$ cat src/hdl/assert_macros.svh
// Assertion macros shared by the slice index normalizer RTL.
// No dependencies; the macros expand to nothing when SYNTHESIS is defined.
`ifndef ASSERT_MACROS_SVH
`define ASSERT_MACROS_SVH
`ifndef SYNTHESIS
`define SIDXN_ASSERT(lbl, clk, rst_n, prop) \
  lbl: assert property (@(posedge clk) disable iff (!rst_n) (prop)) \
    else $error("sidxn assertion failed");
`define SIDXN_NEVER(lbl, clk, rst_n, prop) \
  lbl: assert property (@(posedge clk) disable iff (!rst_n) !(prop)) \
    else $error("sidxn forbidden condition");
`else
`define SIDXN_ASSERT(lbl, clk, rst_n, prop)
`define SIDXN_NEVER(lbl, clk, rst_n, prop)
`endif
`endif

$ cat src/hdl/sidxn_pkg.sv
// Shared types and constants of the slice index normalizer.
// No dependencies.
`default_nettype none
package sidxn_pkg;
  localparam logic STATUS_OK        = 1'b0;
  localparam logic STATUS_STEP_ZERO = 1'b1;

  typedef struct packed {
    logic full;
    logic empty;
  } qstat_t;
endpackage
`default_nettype wire

$ cat src/hdl/sidxn_queue.sv
// Two-entry queue between front and back of the slice index normalizer.
// Depends on sidxn_pkg.
`default_nettype none
module sidxn_queue #(
  parameter int PW = 129
) (
  input  wire logic              clk_i,
  input  wire logic              rst_ni,
  input  wire logic              push_i,
  input  wire logic [PW-1:0]     data_i,
  input  wire logic              pop_i,
  output logic [PW-1:0]          data_o,
  output sidxn_pkg::qstat_t      qstat_o
);
  logic [PW-1:0] mem_q [2];
  logic          wr_q, wr_d;
  logic          rd_q, rd_d;
  logic [1:0]    cnt_q, cnt_d;
  logic          do_push;
  logic          do_pop;

  assign qstat_o.full  = (cnt_q == 2'd2);
  assign qstat_o.empty = (cnt_q == 2'd0);
  assign do_push = push_i && !qstat_o.full;
  assign do_pop  = pop_i && !qstat_o.empty;
  assign data_o  = mem_q[rd_q];
  assign wr_d    = wr_q ^ do_push;
  assign rd_d    = rd_q ^ do_pop;

  always_comb begin
    cnt_d = cnt_q;
    if (do_push && !do_pop) begin
      cnt_d = cnt_q + 2'd1;
    end else if (do_pop && !do_push) begin
      cnt_d = cnt_q - 2'd1;
    end
  end

  always_ff @(posedge clk_i or negedge rst_ni) begin
    if (!rst_ni) begin
      wr_q  <= 1'b0;
      rd_q  <= 1'b0;
      cnt_q <= 2'd0;
    end else begin
      wr_q  <= wr_d;
      rd_q  <= rd_d;
      cnt_q <= cnt_d;
    end
  end

  always_ff @(posedge clk_i) begin
    if (do_push) begin
      mem_q[wr_q] <= data_i;
    end
  end
endmodule
`default_nettype wire

$ cat config.mk
export PLATFORM = sky130hd
export DESIGN_NAME = sidxn_queue
export DESIGN_NICKNAME = d
export VERILOG_FILES = /design/src/hdl/assert_macros.svh /design/src/hdl/sidxn_pkg.sv /design/src/hdl/sidxn_queue.sv
export SDC_FILE = /design/constraint.sdc
export NUM_CORES = 1
export LEC_CHECK = 0
export ABC_AREA = 0
export CORE_UTILIZATION = 50
export CTS_CLUSTER_DIAMETER = 150
export CTS_CLUSTER_SIZE = 10
export DETAILED_ROUTE_END_ITERATION = 8
export DONT_BUFFER_PORTS = 1
export SYNTH_ARGS = -nofsm -noshare
export SYNTH_HDL_FRONTEND = slang
export SYNTH_SLANG_ARGS = --single-unit
export TNS_END_PERCENT = 50
$ cat constraint.sdc
create_clock -name clk_i -period 10.1 [get_ports clk_i]
set_input_delay 1.01 -clock clk_i [delete_from_list [all_inputs] [get_ports clk_i]]
set_output_delay 1.01 -clock clk_i [all_outputs]
set_load 0.01 [all_outputs]
# After elaboration in Yosys (flattened, before gate mapping)
# Memories as Yosys holds them, arrays and structs flattened.
# Index checks and enable logic that the tools add are counted.
word_totals:
  word_cells: 23
  mem_bits_rw: 258
  mem_count: 1
  regBits: 4
mem_list:
  columns: ["memory", "words", "width", "read_ports", "rd_ports_with_merged_regs", "write_ports", "line", "rtl"]
  rows:
  - ["mem_q", 2, 129, 1, 0, 1, "sidxn_queue.sv:15", "logic [PW-1:0] mem_q [2];"]
classes:
  reduce_logical: 10
  eq_ne: 1
  add_sub_neg: 2
  bitwise_logic: 2
  mux: 4
ops:
  columns: ["operator", "n"]
  rows:
  - ["logical AND 1 bit", 4]
  - ["zero test 1 bit", 4]
  - ["2-to-1 mux 2 bit", 2]
  - ["adder 2 x 1 -> 2 bit (second input constant)", 1]
  - ["== test 2 bit (second input constant)", 1]
  - ["zero test 2 bit", 1]
  - ["2-to-1 mux 1 bit", 2]
  - ["nonzero test 2 bit", 1]
  - ["subtractor 2 x 1 -> 2 bit (second input constant)", 1]
  - ["XOR 1 bit", 2]

# Logic depth before layout (Yosys ltp)
logic_depth:
  depth_word: 7
  ltp_mapped: 6
  mapped_depth_nobuf: 6

# Worst setup path before layout
# Ideal clock, no wire load.
synth_timing:
  path_type: "input port to flip-flop"
  from: "in push_i"
  to: "mem mem_q[1][0], enable pin"
  setup_slack_ns: 5.335
  setup_time_ns: 0.504
  arrival_time_ns: 4.261
  path_buffers: 0
  cell_stages: 2
  required_time_ns: 9.596
  path_cell_list: "nor2b_1 > ha_1"
synth_between:
  elab_chain_cells: 3
synth_rtl:
  columns: ["element", "line", "rtl"]
  rows:
  - ["start, declared", "sidxn_queue.sv:9", "input wire logic push_i,"]
  - ["logical AND 1 bit", "sidxn_queue.sv:24", "assign do_push = push_i && !qstat_o.full;"]
  - ["2-to-1 mux 1 bit", "sidxn_queue.sv:52", "if (do_push) begin"]
  - ["2-to-1 mux 1 bit (implied by the code)", "sidxn_queue.sv:53", "mem_q[wr_q] <= data_i;"]
  - ["end, declared", "sidxn_queue.sv:15", null]
# No other way between the ends.

# Worst setup path in the final report
layout_timing:
  from: "reg rd_q"
  to: "out data_o[54]"
layout_between:
  elab_chain_cells: 1
layout_rtl:
  columns: ["element", "line", "rtl"]
  rows:
  - ["start, declared", "sidxn_queue.sv:17", "logic rd_q, rd_d;"]
  - ["start signal, assigned", "sidxn_queue.sv:46", "rd_q <= rd_d;"]
  - ["memory (2 x 129 bit)", null, null]
  - ["end, declared", "sidxn_queue.sv:12", "output logic [PW-1:0] data_o,"]
# No other way between the ends.

==> summary.txt <==
Cells and area
  – Final core occ: 0.568
  – Design area: between 0.01 and 0.015 mm2
  – Final cell count without fillers: approximately 700
  – # diodes: 0
  – Most frequent cells in the layout: edfxtp_1, mux2_2, clkbuf_16, clkbuf_1
  – Most common cell after layout, fill and taps aside: edfxtp_1
  – Ratio of cells with drive above 1 in the final layout: 0.360
  – Area grow syn2layout: 11.4%
  – Nets: 576

Routing
  – Met3 wire len: 2.11 mm
  – First DRT Iteration DRCs: 162
  – Highest metal used: met4
  – Antenna Nets Post-Route: 0
  – Drt pass-1 iters: 4
  – M1 WL: ~5.5 mm
  – Residual DRC: 0
  – Met2 WL post-DR: between 7 and 8 mm
  – Via count: 3,829
  – Vias/cell: 5.49
  – Final wirelength: 15.8 mm
  – DR WL/cell: ~23 um

Logic synthesis
  – Warnings, synthesis: 0
  – Yosys top cell by area: edfxtp_1
  – Syn_area_per_cell: 22.8 um2
  – Synth area leaders: edfxtp_1, mux2_2, buf_6
  – Seq cells post-synth: 262
  – Gate Count Post-Synth: roughly 420
  – Syn Nets: 555
  – Cell area after synthesis: 0.00954 mm2
  – Sequential area share after synthesis: 0.823
  – Share of the synthesized area in the top cell type: 0.812
  – Netlist cell types: 13

Clock network
  – Post-CTS setup buffer count: 0
  – Sink Count: 262
  – Reg clk slew, reported paths: 50 ps
  – Post-CTS Hold Fix Bufs: 0
  – Resized cells post-CTS: 0
  – Clock buffer depth: 3
  – Latest clock arrival within the worst-skew pair: 530 ps
  – Root Buffer Master: clkbuf_16
  – CTS tree: done
  – H-tree depth: 1
  – CTS buffer count: 30

Die
  – FP Rows: 50
  – Core area: 0.0187 mm2
  – I/O Pins: between 200 and 300
  – Die X-Extent: 140 um
  – Initial Utilization: 0.510
  – Chip height: 140 um
  – Die area: 0.0196 mm2

STA
  – Max Slew Vio Count: 0
  – Setup_tns: 0 ps
  – Final Hold Viols: 0
  – Tmin final: 3880 ps
  – Unrepaired setup endpoints after global routing: false
  – Max transition margin: 0.326
  – Worst-Margin Slew: 1010 ps
  – Clk_skew: ~16 ps
  – Fmax: 258 MHz
  – Final setup viols: 0
  – Crit share post-route: 0.384

Power
  – Lkg Pwr: 3.44 nW
  – Worst VDD drop: 191 uV
  – Power Density: 307 mW/mm2

Global route
  – Initial antenna violation count: 0
  – GR Util All Layers: 0.157
  – Total grt overflow: 0
  – Global-route wire length before repair: 23.3 mm
  – Number of global-route vias before repair: 4,073
  – Largest net degree at the start of global routing: 76

Critical path
  – Critical-path top delay cell: dfrtp_4
  – Req. time, crit path: 9090 ps
  – CP Launch Type: register
  – Worst-path fanout max: 75
  – Worst r2r src: cnt_q[1]$_DFFE_PN0P_
  – CP Cell Sequence: buf_4, mux2_2
  – Setup CP Type: register to output pin
  – Crit-path max cell delay: 900 ps
  – CP arrival: between 2000 and 3000 ps
  – CP Capture Type: output pin
  – Critical path origin: rd_q$_DFF_PN0_

Placement
  – Placed cells: 642
  – DPL Wire Length: between 9 and 10 mm
  – Final Wtd Congestion: 0.709
  – Area after DPL: about 0.01 mm2
  – Port Buffer Count: 0

Flow run
  – Maxcap violations: 0

Min path
  – HP Class: primary input to async pin

Outcome
  – Status: completed
[per-layer routing]
layer	vias up	track usage
li1	1713	-
met3	29	0.0882
met1	1900	0.162
met5	-	0
met2	187	0.267
met4	0	0.0578
[Yosys cell counts (all sizes together)]
master and n:
edfxtp 258, mux2 129, buf 14, dfrtp 4, ha 3, inv 2
nor2 2, nor2b 2, xnor2 2, xor2 2, o21ai 1
[stage by stage]
stage / worst slack (ps) / power [mW] / hold slack, ps
after floorplan: 5330 / 2.25 / 472
after global placement: 6660 / 2.34 / 494
after detailed placement: 6590 / 2.36 / 503
after CTS: 6180 / 3.31 / 149
after global routing: 6060 / 3.41 / 147
final: 6220 / 3.26 / 175
[cell type report]
class	count	area [um2]
multi-input cells	141	1580
repair buffers	3	22.5
clock inverters	1	8.76
inverters	2	7.51
well taps	234	293
fillers	1368	8080
clock buffers	55	866
flip-flops and latches	262	7850
[cells by family (layout without fill, tap and decap cells)]
logic type | Yosys count | count (layout) | share of synthesized area
simple gates | 4 | 4 | 0.00210
xor+xnor | 4 | 4 | 0.00367
compound gates | 1 | 1 | 0.000524
fa+ha+maj | 3 | 3 | 0.00393
buf+inv | 16 | 61 | 0.0150
flops | 262 | 262 | 0.823
mux | 129 | 129 | 0.152
[power breakdown]
group          leakage, nW  internal, mW  switching [mW]
Combinational        0.578         0.283           0.449
Clock                0.415         0.570           0.372
Sequential            2.44          1.49          0.0935
Total                 3.44          2.34           0.915
[critical path: cells and delay by family (launching register included)]
family,cells,cell delay [ps]
flops,1,900
mux,1,470
buf+inv,1,840
[sequential cells by signal, indices dropped and copies added, names as in the netlist]
name   cells
rd_q       1
mem_q    258
wr_q       1
cnt_q      2
[final timing paths]
kind / end / slack (ps) / cells past startpoint
min: wr_q$_DFF_PN0_ / 180 / 0
max in group asynchronous: rd_q$_DFF_PN0_ / 9830 / 0
min in group clk_i: cnt_q[1]$_DFFE_PN0P_ / 520 / 1
max reg2reg: mem_q[1][121]$_DFFE_PP_ / 7050 / 4
max: data_o[54] / 6220 / 2
min reg2reg: cnt_q[1]$_DFFE_PN0P_ / 520 / 1
(Power assumes the default switching activity.)
